[config.mk]
export PLATFORM = sky130hd
export DESIGN_NAME = serial_frame_parser_sum_check
export DESIGN_NICKNAME = d
export VERILOG_FILES = /design/src/hw/rtl/sfpsc_pkg.sv /design/src/hw/rtl/sfpsc_parse.sv /design/src/hw/rtl/serial_frame_parser_sum_check.sv
export SDC_FILE = /design/constraint.sdc
export NUM_CORES = 1
export LEC_CHECK = 0
export ABC_AREA = 1
export BUFFER_PORTS_ARGS = -buffer_cell sky130_fd_sc_hd__buf_2
export CAP_MARGIN = 20
export CORE_MARGIN = 3
export CORE_UTILIZATION = 50
export DETAILED_ROUTE_END_ITERATION = 6
export GPL_TIMING_DRIVEN = 0
export PLACE_DENSITY = 0.69
export SETUP_SLACK_MARGIN = 0.3
export SKIP_CTS_REPAIR_TIMING = 1
export SYNTH_ARGS = -nofsm -noshare
export SYNTH_HDL_FRONTEND = slang
export SYNTH_SLANG_ARGS = --single-unit
[constraint.sdc]
create_clock -name clk -period 14.42 [get_ports clk]
set_input_delay 1.442 -clock clk [delete_from_list [all_inputs] [get_ports clk]]
set_output_delay 1.442 -clock clk [all_outputs]
set_load 0.02 [all_outputs]
[src/hw/rtl/sfpsc_pkg.sv]
// ============================================================================
// sfpsc_pkg - shared types and codes for the serial frame parser
// Phase codes, result kind codes and the result word type.
// ============================================================================
`default_nettype none

package sfpsc_pkg;

  // Parser phases.
  localparam logic [2:0] PH_HUNT    = 3'd0;
  localparam logic [2:0] PH_SLAVE   = 3'd1;
  localparam logic [2:0] PH_COMMAND = 3'd2;
  localparam logic [2:0] PH_LENGTH  = 3'd3;
  localparam logic [2:0] PH_PAYLOAD = 3'd4;
  localparam logic [2:0] PH_CHK_HI  = 3'd5;
  localparam logic [2:0] PH_CHK_LO  = 3'd6;
  localparam logic [2:0] PH_FINAL   = 3'd7;

  // Result word kinds.
  localparam logic [1:0] KIND_PAYLOAD  = 2'd0;
  localparam logic [1:0] KIND_SUM_GOOD = 2'd1;
  localparam logic [1:0] KIND_SUM_BAD  = 2'd2;

  // Configuration register indexes.
  localparam logic CFG_START_MARKER = 1'b0;
  localparam logic CFG_END_MARKER   = 1'b1;

  typedef struct packed {
    logic [1:0] item_kind;
    logic [7:0] frame_slave;
    logic [7:0] frame_command;
    logic [7:0] frame_length;
    logic [7:0] payload_byte;
    logic [7:0] payload_index;
  } result_t;

endpackage

`default_nettype wire

[src/hw/rtl/sfpsc_parse.sv]
// ============================================================================
// sfpsc_parse - frame phase tracking and checksum verdict
// Walks the frame one byte per accepted word and forms the result word.
// ============================================================================
`default_nettype none

module sfpsc_parse
  import sfpsc_pkg::*;
(
  input  wire logic       clk,
  input  wire logic       rst_n,
  input  wire logic       byte_fire,
  input  wire logic [7:0] rx_byte,
  input  wire logic [7:0] start_marker,
  input  wire logic [7:0] end_marker,
  output logic            res_valid,
  output result_t         res
);

  logic [2:0]  phase_r, phase_nxt;
  logic [7:0]  slave_r, slave_nxt;
  logic [7:0]  command_r, command_nxt;
  logic [7:0]  length_r, length_nxt;
  logic [7:0]  seen_r, seen_nxt;
  logic [15:0] sum_r, sum_nxt;
  logic [15:0] check_r, check_nxt;
  logic [7:0]  seen_inc;
  logic [15:0] total;

  assign seen_inc = seen_r + 8'd1;

  // Sum of the whole frame as the verdict sees it, using the current markers.
  assign total = sum_r + {8'd0, start_marker} + {8'd0, slave_r} + {8'd0, command_r}
               + {8'd0, length_r} + {8'd0, end_marker};

  always_comb begin
    phase_nxt   = phase_r;
    slave_nxt   = slave_r;
    command_nxt = command_r;
    length_nxt  = length_r;
    seen_nxt    = seen_r;
    sum_nxt     = sum_r;
    check_nxt   = check_r;
    res_valid   = 1'b0;
    res.item_kind     = KIND_PAYLOAD;
    res.frame_slave   = slave_r;
    res.frame_command = command_r;
    res.frame_length  = length_r;
    res.payload_byte  = 8'd0;
    res.payload_index = 8'd0;
    case (phase_r)
      PH_HUNT: begin
        if (rx_byte == start_marker) begin
          phase_nxt = PH_SLAVE;
        end
      end
      PH_SLAVE: begin
        slave_nxt = rx_byte;
        phase_nxt = PH_COMMAND;
      end
      PH_COMMAND: begin
        command_nxt = rx_byte;
        phase_nxt   = PH_LENGTH;
      end
      PH_LENGTH: begin
        length_nxt = rx_byte;
        seen_nxt   = 8'd0;
        sum_nxt    = 16'd0;
        phase_nxt  = (rx_byte == 8'd0) ? PH_CHK_HI : PH_PAYLOAD;
      end
      PH_PAYLOAD: begin
        res_valid         = 1'b1;
        res.payload_byte  = rx_byte;
        res.payload_index = seen_r;
        sum_nxt           = sum_r + {8'd0, rx_byte};
        seen_nxt          = seen_inc;
        if (seen_inc >= length_r) begin
          phase_nxt = PH_CHK_HI;
        end
      end
      PH_CHK_HI: begin
        check_nxt = {rx_byte, 8'd0};
        phase_nxt = PH_CHK_LO;
      end
      PH_CHK_LO: begin
        check_nxt = {check_r[15:8], rx_byte};
        phase_nxt = PH_FINAL;
      end
      default: begin
        // Final byte: its value is not looked at.
        res_valid     = 1'b1;
        res.item_kind = (total == check_r) ? KIND_SUM_GOOD : KIND_SUM_BAD;
        phase_nxt     = PH_HUNT;
      end
    endcase
    if (!byte_fire) begin
      res_valid = 1'b0;
    end
  end

  always_ff @(posedge clk) begin
    if (!rst_n) begin
      phase_r   <= PH_HUNT;
      slave_r   <= 8'd0;
      command_r <= 8'd0;
      length_r  <= 8'd0;
      seen_r    <= 8'd0;
      sum_r     <= 16'd0;
      check_r   <= 16'd0;
    end else if (byte_fire) begin
      phase_r   <= phase_nxt;
      slave_r   <= slave_nxt;
      command_r <= command_nxt;
      length_r  <= length_nxt;
      seen_r    <= seen_nxt;
      sum_r     <= sum_nxt;
      check_r   <= check_nxt;
    end
  end

endmodule

`default_nettype wire

[src/hw/rtl/serial_frame_parser_sum_check.sv]
// ============================================================================
// serial_frame_parser_sum_check - serial frame parser with additive checksum
// Hunts for the start byte, passes payload bytes on and gives a verdict word.
// ============================================================================
// Result path: a result word is formed from the accepted byte and registered
//   in the output register, or in the skid entry while the output stalls.
// Throughput: one byte per cycle while the skid entry is empty; a two-entry
//   output stage keeps input flowing while a result waits.
// Reset: synchronous, active low; clears the parser to hunting, both markers
//   to zero and empties the output stage.
`default_nettype none

module serial_frame_parser_sum_check
  import sfpsc_pkg::*;
(
  input  wire logic       clk,
  input  wire logic       rst_n,
  // Received byte words.
  input  wire logic       in_valid,
  output logic            in_stall,
  input  wire logic [7:0] in_rx_byte,
  // Result words.
  output logic            out_valid,
  input  wire logic       out_stall,
  output logic [1:0]      out_item_kind,
  output logic [7:0]      out_frame_slave,
  output logic [7:0]      out_frame_command,
  output logic [7:0]      out_frame_length,
  output logic [7:0]      out_payload_byte,
  output logic [7:0]      out_payload_index,
  // Configuration writes.
  input  wire logic       cfg_wr_en,
  input  wire logic       cfg_index,
  input  wire logic [7:0] cfg_wdata
);

  logic [7:0] start_marker_r;
  logic [7:0] end_marker_r;

  logic    in_fire;
  logic    res_valid;
  result_t res;

  // Output stage: the visible output register plus one skid entry.
  logic    out_valid_r;
  result_t out_data_r;
  logic    skid_valid_r;
  result_t skid_data_r;
  logic    out_free;

  // Configuration registers. The user must write them only while the block is idle; the block does not enforce this.
  always_ff @(posedge clk) begin
    if (!rst_n) begin
      start_marker_r <= 8'd0;
      end_marker_r   <= 8'd0;
    end else if (cfg_wr_en) begin
      case (cfg_index)
        CFG_START_MARKER: start_marker_r <= cfg_wdata;
        CFG_END_MARKER:   end_marker_r   <= cfg_wdata;
        default: ;
      endcase
    end
  end

  // Input is taken whenever the skid entry is empty, so a result held in the
  // output register does not hold up the byte stream.
  assign in_stall = skid_valid_r;
  assign in_fire  = in_valid && !in_stall;

  sfpsc_parse u_parse (
    .clk          (clk),
    .rst_n        (rst_n),
    .byte_fire    (in_fire),
    .rx_byte      (in_rx_byte),
    .start_marker (start_marker_r),
    .end_marker   (end_marker_r),
    .res_valid    (res_valid),
    .res          (res)
  );

  assign out_free = !out_valid_r || !out_stall;

  // When the output register drains, it refills from the skid entry first;
  // while the skid entry is full no new byte is accepted, so no result can
  // arrive in the same cycle.
  always_ff @(posedge clk) begin
    if (!rst_n) begin
      out_valid_r  <= 1'b0;
      skid_valid_r <= 1'b0;
    end else if (out_free) begin
      out_valid_r  <= skid_valid_r || res_valid;
      skid_valid_r <= 1'b0;
    end else if (res_valid) begin
      skid_valid_r <= 1'b1;
    end
  end

  always_ff @(posedge clk) begin
    if (out_free) begin
      out_data_r <= skid_valid_r ? skid_data_r : res;
    end
    if (!out_free && res_valid) begin
      skid_data_r <= res;
    end
  end

  assign out_valid         = out_valid_r;
  assign out_item_kind     = out_data_r.item_kind;
  assign out_frame_slave   = out_data_r.frame_slave;
  assign out_frame_command = out_data_r.frame_command;
  assign out_frame_length  = out_data_r.frame_length;
  assign out_payload_byte  = out_data_r.payload_byte;
  assign out_payload_index = out_data_r.payload_index;

endmodule

`default_nettype wire

==> impl_metrics.toml, run 1 <==
[worst_setup_path]
crit_type = "reg -> reg"
rr_worst_depth = 20
critPathMaxFanout = 4
crit_path_max_incr_delay_ps = 560
crit_arrival_ps = 4310
required_ps = 14610
cp_num_cells = 20
slowest_stage = "fa_1"
cp-end-kind = "flop"
cp_num_buf_inv = 3
start_kind = "flop"
crit_family = "adder cells"
worstPathCellList = "fa_1 -> inv_1 -> fa_1 -> fa_1 -> inv_1 -> ha_1 -> fa_1 -> inv_1 -> nand2_1 -> nand2_1 -> nor2_1 -> nand2_1 -> nor2_1 -> nand3_1 -> nor2_1 -> nand3_1 -> nor2_1 -> nand3_1 -> nand3_1 -> nand2_1"

[layout]
reg.largest.list = "skid_data_r (42), u_parse.check_r (16), u_parse.sum_r (16)"
syn2layout_area_growth_pct = 14.30
drive_above_1_share_pct = 13.37
fin_nets = 1208
diodes = 0
fill_cells = 1546
ff_latch_area_um2 = 4224
largest_reg_flops = 42
largest_register = "skid_data_r"
multi_input_area_um2 = 3989

[power_and_ir_drop]
p_leak_nw = 4.749
vdd_drop_max_mv = 0.09126
power_w = 0.001121
p_per_area_nw_per_um2 = 109.7

[synth]
syn_nets = 1121
yosysSeqAreaShare_pct = 47.24
syn_inst = 1037
synthTopCellsByArea = "edfxtp_1 (28%), dfxtp_1 (19%), nand2_1 (11%), fa_1 (7.4%), inv_1 (6.3%)"
syn_avg_cell_area_um2 = 8.622
yosysWarnings = 0
yosysTopAreaCellShare_pct = 28.21
ys_types = 47
synthTopCellsByCount = "nand2_1 (256), inv_1 (149), nor2_1 (87)"
synth_top_flop_cell = "dfxtp_1"
ys_async_sr_fraction_pct = 0
synth_edf_count = 84
synth_area_leader_cell = "edfxtp_1"
netlist_area_um2 = 8941
ys_ff_latch = 169
synth_most_common_cell = "nand2_1"

[routing]
route.detailed.drc = 0
dr.pass1.iters = 6
via_count = 7078
drt-initial-drc-count = 504
wl_mm = 21.06
ant_nets = 0
wl_per_cell_um = 15.46
avgViaCountPerCell = 5.197

[clocking]
clock_latency_ps = 440
h-tree-depth = 4
clockRootBuffer = "clkbuf_16"
clock_sinks = 169
cts_max_path_buffers = 2
cts_tree = "yes"
clkTransAtPathRegs_ps = 70
numCtsBuffers = 17

[worst_hold_path]
hold_class = "reg -> reg"
hold-path-cell-count = 2

[timing]
worstMarginPinSlew_ps = 835.3
fmax_mhz = 242.4
slew_headroom_pct = 44.01
clock-skew-final_ps = 10.38
min_period_over_period_pct = 28.61
finalHoldViolations = 0
setup_viol = 0
finalSetupTns_ps = 0
drv_slew = 0
rsz0062_at_grt = "false"
period_minus_slack_ps = 4125

[place]
gp_congestion = 0.9553
dp_hpwl_mm = 16.15
port_buffers = 64

[die]
dieHeight_um = 139.7
ios = 66
die_x_um = 139.7
coreArea_um2 = 17420
start_util_pct = 51.34
rows = 48
die_area_um2 = 19520

[flow_run]
maxCapViolations = 0

[global_routing]
grt_overflow = 0
track_usage_pct = 21.98
grt_pass1_wl_mm = 33.91
first_global_vias = 6615
grt_max_degree = 36
antenna_found_initial = 0

[outcome]
status = "finished, final reports clean"
[cells in the final DEF, fill, tap and decap left out, drive strengths merged, types with 9 or more instances in the layout]
cell type    n
a21oi       80
nand2      263
ha          29
clkbuf      32
xnor2        9
buf         81
dfxtp       85
edfxtp      84
nand3       47
fa          33
nor2        99
nand4       11
xor2        11
inv        160
o21ai       64
[layout make-up]
class / count / share of cell area [%]
Buffer: 27 / 1.359
Clock buffer: 18 / 4.199
Clock inverter: 14 / 1.824
Inverter: 158 / 5.840
Multi-Input combinational cell: 683 / 39.03
Sequential cell: 169 / 41.33
Tap cell: 225 / 2.755
Timing Repair Buffer: 68 / 3.661
[power breakdown]
group	switching (W)	total, W	internal (W)
logic	0.0000822	0.000127	0.0000449
registers	0.00000940	0.000521	0.000511
clock network	0.000210	0.000473	0.000264
total	0.000301	0.00112	0.000820
[logic make-up after synthesis]
| family | count (synthesis) | share of synthesized area [%] |
|---|---|---|
| buffers and inverters | 185 | 8.228 |
| AO/OA/AOI/OAI | 163 | 9.740 |
| XOR/XNOR | 20 | 1.959 |
| AND/OR/NAND/NOR | 438 | 21.38 |
| flip-flops | 169 | 47.24 |
| adder cells (fa/ha/maj) | 62 | 11.45 |
[worst register-to-register path: stages (launching register included)]
cell and delay (ps):
dfxtp_1 350, fa_1 540, inv_1 70, fa_1 520, fa_1 560, inv_1 40
ha_1 240, fa_1 520, inv_1 40, nand2_1 50, nand2_1 50, nor2_1 70
nand2_1 60, nor2_1 120, nand3_1 90, nor2_1 100, nand3_1 80, nor2_1 140
nand3_1 110, nand3_1 100, nand2_1 50
[worst paths after layout]
| check | endpoint | slack [ps] | from |
|---|---|---|---|
| worst max-delay path | out_item_kind[1] | 10290 | start_marker_r[2] |
| worst min register to register | u_parse.check_r[4] | 480 | u_parse.check_r[4] |
| worst max register to register | out_item_kind[1] | 10290 | start_marker_r[2] |
| worst min-delay path | u_parse.check_r[4] | 480 | u_parse.check_r[4] |
[routing by layer]
layer	share of wire, %	track usage (%)	vias up
met3	7.4	4.021	33
met5	0	0	-
met1	44	29.76	3265
met2	46	35.73	247
li1	-	-	3533
met4	2.4	7.598	0
[stage by stage]
step	hold WS [ps]	setup WS, ps	cell area, um^2	std cells	utilization (%)
6_report	484.9	10290	10220	1362	58.68
5_1_grt	506.7	10030	10220	1362	58.68
4_1_cts	484.8	10260	10220	1362	58.68
3_5_place_dp	474.1	10270	9604	1330	55.14
3_3_place_gp	467.1	6659	9543	1326	54.79
2_1_floorplan	450.8	8519	8941	1037	-
Power figures use the tool's default switching activity.
==> run 2, diff against run 1 <==
==> constraint.sdc (replaced) <==
create_clock -name clk -period 4.2 [get_ports clk]
set_input_delay 0.42 -clock clk [delete_from_list [all_inputs] [get_ports clk]]
set_output_delay 0.42 -clock clk [all_outputs]
set_load 0.02 [all_outputs]
==> impl_metrics.toml, run 2 (synthesis results as in run 1) <==
[outcome]
status = "finished, final reports clean"

[global_routing]
track_usage_pct = 22.62
grt_pass1_wl_mm = 34.78
first_global_vias = 6786
antenna_found_initial = 0
grt_overflow = 0
grt_max_degree = 35

[timing]
setup_viol = 0
min_period_over_period_pct = 95.90
period_minus_slack_ps = 4028
rsz0062_at_grt = "true"
finalHoldViolations = 0
drv_slew = 0
clock-skew-final_ps = 7.558
slew_headroom_pct = 57.99
worstMarginPinSlew_ps = 630.1
fmax_mhz = 248.3
fin_ws_ps = 172.2

[worst_setup_path]
crit_type = "reg -> reg"
slowest_stage = "fa_1"
r2r-start = "u_parse.length_r[2]"
crit_family = "adder cells"
crit_arrival_ps = 4220
critPathMaxFanout = 3
crit_path_max_incr_delay_ps = 550
worstPathCellList = "fa_1 -> inv_2 -> fa_1 -> fa_1 -> inv_2 -> ha_4 -> fa_1 -> inv_1 -> nand2_1 -> nand2_1 -> nor2_1 -> nand2_1 -> nor2_2 -> nand3_1 -> nor2_1 -> nand3_1 -> nor2_1 -> nand3_1 -> nand3_1 -> nand2_1"
r2r_slack_ps = 170
cp-end-kind = "flop"
required_ps = 4390
r2r_end = "out_item_kind[1]"
rr_worst_depth = 20
setup.worst_path.start = "u_parse.length_r[2]"
cp_num_buf_inv = 3
start_kind = "flop"

[routing]
top_layer_used = "met4"
avgViaCountPerCell = 5.150
wl_mm = 21.48
drt-initial-drc-count = 495
route.detailed.drc = 0
wl_per_cell_um = 15.76
via_count = 7020
route.met3.wl_mm = 1.758
wl_met2_mm = 9.910
wirelength_met1_mm = 9.262
dr.pass1.iters = 5
ant_nets = 0

[die]
coreArea_um2 = 17420
dieHeight_um = 139.7
start_util_pct = 51.34
rows = 48
die_x_um = 139.7
ios = 66
die_area_um2 = 19520

[power_and_ir_drop]
p_leak_nw = 4.752
p_per_area_nw_per_um2 = 374.4
vdd_drop_max_mv = 0.3157

[layout]
reg.largest.list = "skid_data_r (42), u_parse.check_r (16), u_parse.sum_r (16)"
layout_commonest_cell = "nand2_1"
syn2layout_area_growth_pct = 14.65
fin_nets = 1209
final_cell_mix = "nand2_1 (255), inv_1 (147), nor2_1 (86)"
final_cell_area_um2 = 10250
diodes = 0
largest_register = "skid_data_r"
largest_reg_flops = 42
fin_cells = 1363
drive_above_1_share_pct = 13.88

[clocking]
cts_max_path_buffers = 2
cts_tree = "yes"
h-tree-depth = 4
clockRootBuffer = "clkbuf_16"
clkTransAtPathRegs_ps = 70
clock_sinks = 169
numCtsBuffers = 17
clock_latency_ps = 440

[worst_hold_path]
min-delay-start = "cfg_wdata[6]"
hold_class = "in -> reg"
hold-path-cell-count = 3
min_to = "start_marker_r[6]"

[place]
place_ws_ps = 71.93
placed_cell_area_um2 = 9619
dp_hpwl_mm = 16.09
port_buffers = 64
placedCellCount = 1329
gp_congestion = 0.9400

[flow_run]
maxCapViolations = 0
==> run 2: cell count changes in the layout (fill, tap and decap cells not counted), moves of 2 or more <==
cell	previous run	this run
inv_1	149	147
inv_2	4	6
buf_4	2	4
dfxtp_2	0	2
dfxtp_1	85	82
buf_6	6	3
==> run 2: through the flow <==
stage	power [W]	utilization [%]	TNS (ps)	hold WS (ps)
floorplan	0.002124	-	0	450.8
global placement	0.002251	54.82	-28090	466.4
detailed placement	0.002259	55.23	0	470.9
CTS	0.003843	58.65	0	204.7
global route	0.003994	58.86	-325.0	232.2
finish	0.003838	58.86	0	213.1
==> run 2: worst max path at each step <==
stage                                  end  slack, ps  depth (start not counted)
final                     out_item_kind[1]        170                         20
after global routing      out_item_kind[1]       -140                         20
after CTS                 out_item_kind[1]         50                         20
after detailed placement  out_item_kind[1]         70                         20
after global placement     skid_data_r[30]       -670                          3
after floorplan           out_item_kind[1]        450                         20
==> run 2: metal layers <==
layer	global-route usage [%]	vias to the layer above
li1	-	3520
met1	30.14	3199
met2	36.41	258
met3	5.223	43
met4	8.108	0
met5	0	-
==> run 2: worst register-to-register path: cells and delay by family, from the launching register on <==
family | cells | cell delay [ps]
simple gates | 12 | 1060
flops | 1 | 350
fa+ha+maj | 5 | 2260
buf+inv | 3 | 130
==> run 2: layout make-up <==
type | instances | area (um^2)
fillers | 1605 | 7166
flip-flops and latches | 169 | 4230
multi-input cells | 683 | 4010
inverters | 158 | 596.8
clock buffers | 19 | 432.9
repair buffers | 69 | 397.9
well taps | 225 | 281.5
clock inverters | 13 | 162.7
plain buffers | 27 | 138.9
==> run 2: power by group <==
part	switching, W	leakage [nW]	internal, W
Sequential	0.0000320	1.64	0.00175
Combinational	0.000288	2.84	0.000159
Clock	0.000708	0.281	0.000896
